### config.mk
export PLATFORM = sky130hd
export DESIGN_NAME = first_fit_heap_packer
export DESIGN_NICKNAME = d
export VERILOG_FILES = /design/src/design/fhp_pkg.sv /design/src/design/fhp_heap_mem.sv /design/src/design/fhp_engine.sv /design/src/design/first_fit_heap_packer.sv
export SDC_FILE = /design/constraint.sdc
export NUM_CORES = 1
export LEC_CHECK = 0
export ABC_AREA = 1
export CAP_MARGIN = 20
export CORE_MARGIN = 5
export CORE_UTILIZATION = 40
export CTS_CLUSTER_SIZE = 40
export DETAILED_ROUTE_END_ITERATION = 10
export DONT_BUFFER_PORTS = 1
export GPL_TIMING_DRIVEN = 1
export HOLD_SLACK_MARGIN = 0.02
export SLEW_MARGIN = 20
export SYNTH_ARGS = -nofsm -noshare
export SYNTH_HDL_FRONTEND = slang
export SYNTH_HIERARCHICAL = 1
export SYNTH_SLANG_ARGS = --single-unit
### constraint.sdc
create_clock -name clk_i -period 9.1 [get_ports clk_i]
set_input_delay 0.91 -clock clk_i [delete_from_list [all_inputs] [get_ports clk_i]]
set_output_delay 0.91 -clock clk_i [all_outputs]
set_load 0.01 [all_outputs]
### src/design/fhp_pkg.sv
// shared types and constants of the first-fit heap packer
package fhp_pkg;

  localparam int TYPE_W  = 16;
  localparam int SIZE_W  = 40;
  localparam int LG_W    = 5;
  localparam int LIMIT_W = 41;
  localparam int END_W   = 42;
  localparam int IDX_W   = 3;
  localparam int WK_W    = 44;

  localparam logic [LIMIT_W-1:0] DEFAULT_LIMIT = LIMIT_W'(64'd268435456);

  // configuration register indexes
  localparam logic REG_HEAP_LIMIT = 1'b0;
  localparam logic REG_GRAN_LOG2  = 1'b1;

  typedef enum logic [2:0] {
    S_IDLE,
    S_SCAN,
    S_BASE,
    S_OFFS,
    S_DONE
  } state_e;

  typedef struct packed {
    logic                 must_be_dedicated;
    logic                 is_texture;
    logic [LG_W-1:0]      alignment_log2;
    logic [SIZE_W-1:0]    request_size;
    logic [TYPE_W-1:0]    memory_type;
  } req_t;

  typedef struct packed {
    logic                 has_texture;
    logic [TYPE_W-1:0]    mem_type;
    logic [END_W-1:0]     heap_end;
  } ent_t;

  typedef struct packed {
    logic                 no_heap_left;
    logic                 opened_heap;
    logic [END_W-1:0]     placed_offset;
    logic [IDX_W-1:0]     heap_index;
    logic                 dedicated;
  } res_t;

endpackage

### src/design/fhp_heap_mem.sv
// heap table memory, one write and one registered read per cycle
module fhp_heap_mem import fhp_pkg::*; #(
  parameter int DEPTH = 8,
  parameter int AW    = 3
) (
  input  logic          clk_i,
  input  logic          we_i,
  input  logic [AW-1:0] waddr_i,
  input  ent_t          wdata_i,
  input  logic          re_i,
  input  logic [AW-1:0] raddr_i,
  output ent_t          rdata_o
);

  ent_t mem [DEPTH];
  ent_t rdata_q;

  always_ff @(posedge clk_i) begin
    if (we_i) begin
      mem[waddr_i] <= wdata_i;
    end
  end

  always_ff @(posedge clk_i) begin
    if (re_i) begin
      rdata_q <= mem[raddr_i];
    end
  end

  assign rdata_o = rdata_q;

endmodule

### src/design/fhp_engine.sv
// first-fit scan sequencer and placement datapath
module fhp_engine import fhp_pkg::*; #(
  parameter int MAX_HEAPS = 8,
  parameter int AW        = 3,
  parameter int IW        = 4
) (
  input  logic               clk_i,
  input  logic               rst_ni,
  input  logic               req_vld_i,
  output logic               req_rdy_o,
  input  req_t               req_i,
  input  logic [LIMIT_W-1:0] limit_i,
  input  logic [LG_W-1:0]    gran_i,
  output logic               mem_re_o,
  output logic [AW-1:0]      mem_raddr_o,
  input  ent_t               mem_rdata_i,
  output logic               mem_we_o,
  output logic [AW-1:0]      mem_waddr_o,
  output ent_t               mem_wdata_o,
  output logic               res_vld_o,
  input  logic               res_rdy_i,
  output res_t               res_o
);

  function automatic logic [WK_W-1:0] align_up(input logic [WK_W-1:0] x,
                                                input logic [LG_W-1:0] lg);
    logic [WK_W-1:0] m;
    m = (WK_W'(1) << lg) - WK_W'(1);
    return (x + m) & ~m;
  endfunction

  state_e          state_q, state_d;
  req_t            req_q, req_d;
  logic [IW-1:0]   idx_q, idx_d;
  logic [IW-1:0]   open_q, open_d;
  logic            chk_vld_q, chk_vld_d;
  logic [AW-1:0]   chk_idx_q, chk_idx_d;
  logic [AW-1:0]   sel_q, sel_d;
  logic [WK_W-1:0] wk_q, wk_d;
  logic            has_tex_q, has_tex_d;
  logic            opened_q, opened_d;
  logic            noleft_q, noleft_d;

  logic            issue, hit, miss_done, full, place;
  logic [WK_W-1:0] fit_sum;
  logic [WK_W-1:0] off_al;
  logic [END_W-1:0] new_end;

  assign issue     = (idx_q < open_q);
  assign fit_sum   = align_up({2'b00, mem_rdata_i.heap_end}, req_q.alignment_log2)
                   + {4'b0000, req_q.request_size};
  assign hit       = chk_vld_q && (mem_rdata_i.mem_type == req_q.memory_type)
                   && (fit_sum <= {3'b000, limit_i});
  assign miss_done = !hit && !issue;
  assign full      = (open_q == IW'(MAX_HEAPS));
  assign place     = !req_q.must_be_dedicated && !noleft_q;
  assign off_al    = align_up(wk_q, req_q.alignment_log2);
  assign new_end   = wk_q[END_W-1:0] + {2'b00, req_q.request_size};

  // next state
  always_comb begin
    state_d = state_q;
    case (state_q)
      S_IDLE: begin
        if (req_vld_i) begin
          state_d = req_i.must_be_dedicated ? S_DONE : S_SCAN;
        end
      end
      S_SCAN: begin
        if (hit) begin
          state_d = S_BASE;
        end else if (miss_done) begin
          state_d = full ? S_DONE : S_BASE;
        end
      end
      S_BASE:  state_d = S_OFFS;
      S_OFFS:  state_d = S_DONE;
      S_DONE: begin
        if (res_rdy_i) begin
          state_d = S_IDLE;
        end
      end
      default: state_d = S_IDLE;
    endcase
  end

  // outputs and datapath
  always_comb begin
    req_d       = req_q;
    idx_d       = idx_q;
    open_d      = open_q;
    chk_vld_d   = 1'b0;
    chk_idx_d   = chk_idx_q;
    sel_d       = sel_q;
    wk_d        = wk_q;
    has_tex_d   = has_tex_q;
    opened_d    = opened_q;
    noleft_d    = noleft_q;
    req_rdy_o   = 1'b0;
    mem_re_o    = 1'b0;
    mem_we_o    = 1'b0;
    res_vld_o   = 1'b0;
    mem_raddr_o = idx_q[AW-1:0];
    mem_waddr_o = sel_q;
    mem_wdata_o.has_texture = has_tex_q | req_q.is_texture;
    mem_wdata_o.mem_type    = req_q.memory_type;
    mem_wdata_o.heap_end    = new_end;
    res_o.dedicated     = req_q.must_be_dedicated;
    res_o.no_heap_left  = noleft_q;
    res_o.opened_heap   = place & opened_q;
    res_o.heap_index    = place ? IDX_W'(sel_q) : '0;
    res_o.placed_offset = place ? wk_q[END_W-1:0] : '0;
    case (state_q)
      S_IDLE: begin
        req_rdy_o = 1'b1;
        if (req_vld_i) begin
          req_d    = req_i;
          idx_d    = '0;
          opened_d = 1'b0;
          noleft_d = 1'b0;
        end
      end
      S_SCAN: begin
        // one entry read per cycle, checked the cycle after
        if (issue) begin
          mem_re_o  = 1'b1;
          chk_vld_d = 1'b1;
          chk_idx_d = idx_q[AW-1:0];
          idx_d     = idx_q + IW'(1);
        end
        if (hit) begin
          sel_d     = chk_idx_q;
          wk_d      = {2'b00, mem_rdata_i.heap_end};
          has_tex_d = mem_rdata_i.has_texture;
        end else if (miss_done) begin
          if (full) begin
            noleft_d = 1'b1;
          end else begin
            sel_d     = open_q[AW-1:0];
            wk_d      = '0;
            has_tex_d = 1'b0;
            opened_d  = 1'b1;
          end
        end
      end
      S_BASE: begin
        // first texture in a heap starts on a granularity boundary
        if (req_q.is_texture && !has_tex_q) begin
          wk_d = align_up(wk_q, gran_i);
        end
      end
      S_OFFS: begin
        wk_d = {2'b00, off_al[END_W-1:0]};
      end
      S_DONE: begin
        if (res_rdy_i) begin
          res_vld_o = 1'b1;
          mem_we_o  = place;
          if (place && opened_q) begin
            open_d = open_q + IW'(1);
          end
        end
      end
      default: ;
    endcase
  end

  always_ff @(posedge clk_i or negedge rst_ni) begin
    if (!rst_ni) begin
      state_q   <= S_IDLE;
      open_q    <= '0;
      chk_vld_q <= 1'b0;
    end else begin
      state_q   <= state_d;
      open_q    <= open_d;
      chk_vld_q <= chk_vld_d;
    end
  end

  always_ff @(posedge clk_i) begin
    req_q     <= req_d;
    idx_q     <= idx_d;
    chk_idx_q <= chk_idx_d;
    sel_q     <= sel_d;
    wk_q      <= wk_d;
    has_tex_q <= has_tex_d;
    opened_q  <= opened_d;
    noleft_q  <= noleft_d;
  end

endmodule

### src/design/first_fit_heap_packer.sv
// sequence: a dedicated request goes from idle straight to the done state;
// a placed request runs the first-fit scan, reading one heap entry a cycle from
// the heap memory, then the base and offset alignment steps and the done state
// throughput: one request at a time, the next is taken once the engine is idle
// reset: asynchronous active low, clears control state, open heap count and
// both configuration registers; the heap memory needs no clearing pass
module first_fit_heap_packer import fhp_pkg::*; #(
  parameter int MAX_HEAPS = 8
) (
  input  logic               clk_i,
  input  logic               rst_ni,
  input  logic               s_axis_tvalid_i,
  output logic               s_axis_tready_o,
  // memory_type, request_size, alignment_log2, must_be_dedicated, zero pad
  input  logic [63:0]        s_axis_tdata_i,
  // is_texture
  input  logic               s_axis_tuser_i,
  output logic               m_axis_tvalid_o,
  input  logic               m_axis_tready_i,
  // dedicated, heap_index, placed_offset, opened_heap, no_heap_left
  output logic [47:0]        m_axis_tdata_o,
  input  logic               cfg_we_i,
  input  logic               cfg_idx_i,
  input  logic [LIMIT_W-1:0] cfg_data_i
);

  localparam int AW = (MAX_HEAPS > 1) ? $clog2(MAX_HEAPS) : 1;
  localparam int IW = $clog2(MAX_HEAPS + 1);

  logic [LIMIT_W-1:0] limit_q;
  logic [LG_W-1:0]    gran_q;
  logic [LIMIT_W-1:0] limit_eff;

  req_t          req;
  res_t          res;
  logic          res_vld, res_rdy;
  logic          out_vld_q;
  res_t          out_q;

  logic          mem_re, mem_we;
  logic [AW-1:0] mem_raddr, mem_waddr;
  ent_t          mem_rdata, mem_wdata;

  always_ff @(posedge clk_i or negedge rst_ni) begin
    if (!rst_ni) begin
      limit_q <= '0;
      gran_q  <= '0;
    end else if (cfg_we_i) begin
      case (cfg_idx_i)
        REG_HEAP_LIMIT: limit_q <= cfg_data_i;
        REG_GRAN_LOG2:  gran_q  <= cfg_data_i[LG_W-1:0];
        default: ;
      endcase
    end
  end

  assign limit_eff = (limit_q == '0) ? DEFAULT_LIMIT : limit_q;

  assign req.memory_type       = s_axis_tdata_i[15:0];
  assign req.request_size      = s_axis_tdata_i[55:16];
  assign req.alignment_log2    = s_axis_tdata_i[60:56];
  assign req.must_be_dedicated = s_axis_tdata_i[61];
  assign req.is_texture        = s_axis_tuser_i;

  fhp_engine #(
    .MAX_HEAPS (MAX_HEAPS),
    .AW        (AW),
    .IW        (IW)
  ) u_engine (
    .clk_i       (clk_i),
    .rst_ni      (rst_ni),
    .req_vld_i   (s_axis_tvalid_i),
    .req_rdy_o   (s_axis_tready_o),
    .req_i       (req),
    .limit_i     (limit_eff),
    .gran_i      (gran_q),
    .mem_re_o    (mem_re),
    .mem_raddr_o (mem_raddr),
    .mem_rdata_i (mem_rdata),
    .mem_we_o    (mem_we),
    .mem_waddr_o (mem_waddr),
    .mem_wdata_o (mem_wdata),
    .res_vld_o   (res_vld),
    .res_rdy_i   (res_rdy),
    .res_o       (res)
  );

  fhp_heap_mem #(
    .DEPTH (MAX_HEAPS),
    .AW    (AW)
  ) u_heap_mem (
    .clk_i   (clk_i),
    .we_i    (mem_we),
    .waddr_i (mem_waddr),
    .wdata_i (mem_wdata),
    .re_i    (mem_re),
    .raddr_i (mem_raddr),
    .rdata_o (mem_rdata)
  );

  // output register, takes a new result when empty or being drained
  assign res_rdy = !out_vld_q || m_axis_tready_i;

  always_ff @(posedge clk_i or negedge rst_ni) begin
    if (!rst_ni) begin
      out_vld_q <= 1'b0;
    end else if (res_rdy) begin
      out_vld_q <= res_vld;
    end
  end

  always_ff @(posedge clk_i) begin
    if (res_rdy && res_vld) begin
      out_q <= res;
    end
  end

  assign m_axis_tvalid_o = out_vld_q;
  assign m_axis_tdata_o  = out_q;

endmodule

==> reports/summary.md <==
• origin of the worst setup path: u_engine/req_q[57]
• total negative slack: 0 ns
• total routing resource utilization after global routing: 23.3%
• type of the worst setup path: reg -> reg
• share of async-settable or async-resettable flops after synthesis: 7.31%
• Antenna Diode Count: 0
• synthesized instance count: 5542
• detailed placement HPWL: 107000 um
• total standard cell area after synthesis: 46400 um^2
• Post-Route Skew: 0.0434 ns
• H-tree Lvls: 3
• Clock Root Buffer: sky130_fd_sc_hd__clkbuf_16
• Lkg Pwr: 23.8 nW
• # fillers: 11.3k
• Final #Nets: 5976
• slowest stage cell, crit path: sky130_fd_sc_hd__edfxtp_1
• number of antenna violations at the first check in global routing: 3
• post-synthesis register bit count: 752
• shortest period the worst path allows: 8.48 ns
• Multi-input gate area: 19600 um^2
• via count: 36.8k
• Worst-Margin Slew: 1.16 ns
• num rows: 125
• area overhead of the layout relative to synthesis: 11.1%
• Hold Crit Class: in -> reg
• Pwr Density: 436 nW/um^2
• Routed WL per cell: 20.3 um
• final worst path period share: 93.1%
• Num CTS Buffers: 84
• # port buffers: 0
• CORE AREA: 116000 um^2
• Worst setup EP type: flop
• max-slew violation count: 0
• sequential share of the synthesized area: 48.1%
• violation count after the first detailed-route iteration: 2668
• initial cell density of the core: 40.1%
• longest individual stage delay on the worst path: 0.50 ns
• overall routed net length: 147000 um
• number of I/O pins: 162
• Critical Path RT: 9.50 ns
• GPL Wtd Cong: 0.986
• Yosys warnings: 6
• count of cell types in the netlist: 63
• prevailing post-synth register cell: sky130_fd_sc_hd__edfxtp_1
• EDFF count, synth: 697
• global-route wire length before repair: 215000 um
• die boundary width: 351 um
• die height: 351 um
• critical path startpoint category: flop
• clock slew seen by the registers of the worst setup and hold paths: 0.07 ns
• cell mode on critical path: sky130_fd_sc_hd__buf_4
• via count of the first global-routing pass: 35.6k
• layout cells sized above 1: 7.38%
• first-pass iteration count of the detailed router: 5
• die outline area: 123000 um^2
• arrival time worst endpoint: 8.87 ns
• tightest slew margin relative to the limit: 22.9%
• Fmax: 0.118 GHz
• mean instance size in the synthesized netlist: 8.37 um^2
• most common library cell in the layout ignoring fill and taps: sky130_fd_sc_hd__nand2_1
• total power draw: 0.0225 W
• setup repair after global routing missed its margin: false
• crit path max fanout: 27
• TritonCTS clock tree: built
• GRT overflow: 0
• clock insertion delay at the later pin of the skew report: 0.71 ns
• buffers from clock root to sink, at most: 3
• Max-Cap Viols: 0
• status: complete, no violations
• detailed-route DRC error count: 0
• startpoint of the most critical hold path: s_axis_tdata_i[22]
• start of the worst register-to-register path: u_engine/req_q[57]
• drt via density: 5.11
• hold violation total from the final report: 0
• largest net degree at the start of global routing: 174
• remaining number of nets flagged by the antenna check after routing: 0
• register area: 22300 um^2
• count of final setup violators: 0
• most frequent cells in the layout: 1439 x sky130_fd_sc_hd__nand2_1, 956 x sky130_fd_sc_hd__inv_1, 697 x sky130_fd_sc_hd__edfxtp_1
• count of clock tree sinks: 752
• worst supply voltage drop on vdd: 0.290 mV
## layout make-up
| class | count | share of cell area (%) |
|---|---|---|
| Clock buffer | 108 | 4.43 |
| Clock inverter | 48 | 1.10 |
| Inverter | 973 | 7.11 |
| Multi-Input combinational cell | 3644 | 38.0 |
| Tap cell | 1524 | 3.70 |
| Timing Repair Buffer | 152 | 2.40 |
| Sequential cell | 752 | 43.3 |
## Yosys cell counts (all sizes together) (46+ instances only)
| master | n | area (um^2) |
|---|---|---|
| nand3 | 415 | 2110 |
| nand2 | 1454 | 5500 |
| a21oi | 297 | 1500 |
| o21ai | 164 | 825 |
| edfxtp | 697 | 20900 |
| a31oi | 46 | 288 |
| buf | 117 | 756 |
| xnor2 | 84 | 736 |
| dfrtp | 55 | 1380 |
| nor2 | 484 | 1880 |
| nand4 | 69 | 447 |
| inv | 971 | 3640 |
| xor2 | 94 | 823 |
| ha | 252 | 3150 |
| clkbuf | 71 | 267 |
## worst paths after layout
| kind | to | slack (ns) | cells after the start |
|---|---|---|---|
| worst min-delay path | u_engine/req_q[22] | 0.29 | 0 |
| worst min register to register | m_axis_tdata_o[0] | 0.47 | 0 |
| min in group asynchronous | limit_q[1] | 0.74 | 2 |
| max in group asynchronous | limit_q[32] | 8.01 | 2 |
| worst max register to register | u_engine/wk_q[1] | 0.62 | 47 |
| worst max-delay path | u_engine/wk_q[1] | 0.62 | 47 |
## registers in the layout (all words and copies together), names as in the netlist, 3 cells and up
signal / cells
gran_q: 5
limit_q: 41
u_heap_mem/mem: 472
u_engine/mem_waddr_o: 3
u_engine/chk_idx_q: 3
u_engine/state_q: 3
u_engine/open_q: 4
u_engine/idx_q: 4
m_axis_tdata_o: 48
u_heap_mem/rdata_o: 59
u_engine/wk_q: 42
u_engine/req_q: 46
u_engine/mem_wdata_o: 16
## logic make-up (layout without fill, tap and decap cells)
family / after synthesis / in the layout / share of synthesized area (%)
mux: 35 / 35 / 0.995
fa+ha+maj: 257 / 257 / 7.01
flops: 752 / 752 / 48.1
xor+xnor: 178 / 178 / 3.36
simple gates: 2527 / 2527 / 22.8
compound gates: 631 / 631 / 7.71
other cells: 1 / 16 / 0.00808
buf+inv: 1161 / 1281 / 10.1
## worst max-delay path: cells and delay by family (launching register included)
family,cells,cell delay [ns]
AO/OA/AOI/OAI,13,2.09
adder cells (fa/ha/maj),4,1.07
buffers and inverters,10,1.70
flip-flops,1,0.50
XOR/XNOR,3,0.52
AND/OR/NAND/NOR,17,2.28
## power breakdown
part           internal [W]  switching [W]  leakage, nW
clock               0.00200        0.00147         1.39
sequential          0.00516       0.000611         7.02
combinational       0.00451        0.00874         15.4
## per-stage QoR
stage	worst slack, ns	instances	utilization, %	cell area, um^2	hold WS [ns]
6_report	0.624	7201	44.6	51600	0.293
5_1_grt	0.00192	7201	44.6	51600	0.250
4_1_cts	0.549	7200	44.5	51500	0.230
3_5_place_dp	0.565	7042	42.0	48700	0.438
3_3_place_gp	0.596	7042	42.0	48700	0.449
2_1_floorplan	1.67	5557	-	46500	0.454
## routing by layer
metal / up-vias / part of all wire [%] / GRT usage, %
met5: - / 0 / 0
met1: 17300 / 43 / 30.3
li1: 18200 / - / -
met2: 1076 / 48 / 39.9
met3: 246 / 5.4 / 3.26
met4: 0 / 3.7 / 8.19
## what timing repair did
action,4_1_cts,5_1_grt
endpoints found under the hold margin,55,0
setup endpoints to repair,0,45
gates resized for setup,0,4
hold buffers,2,0
buffers inserted,0,1
No activity file was read; power rests on OpenSTA's default activity.
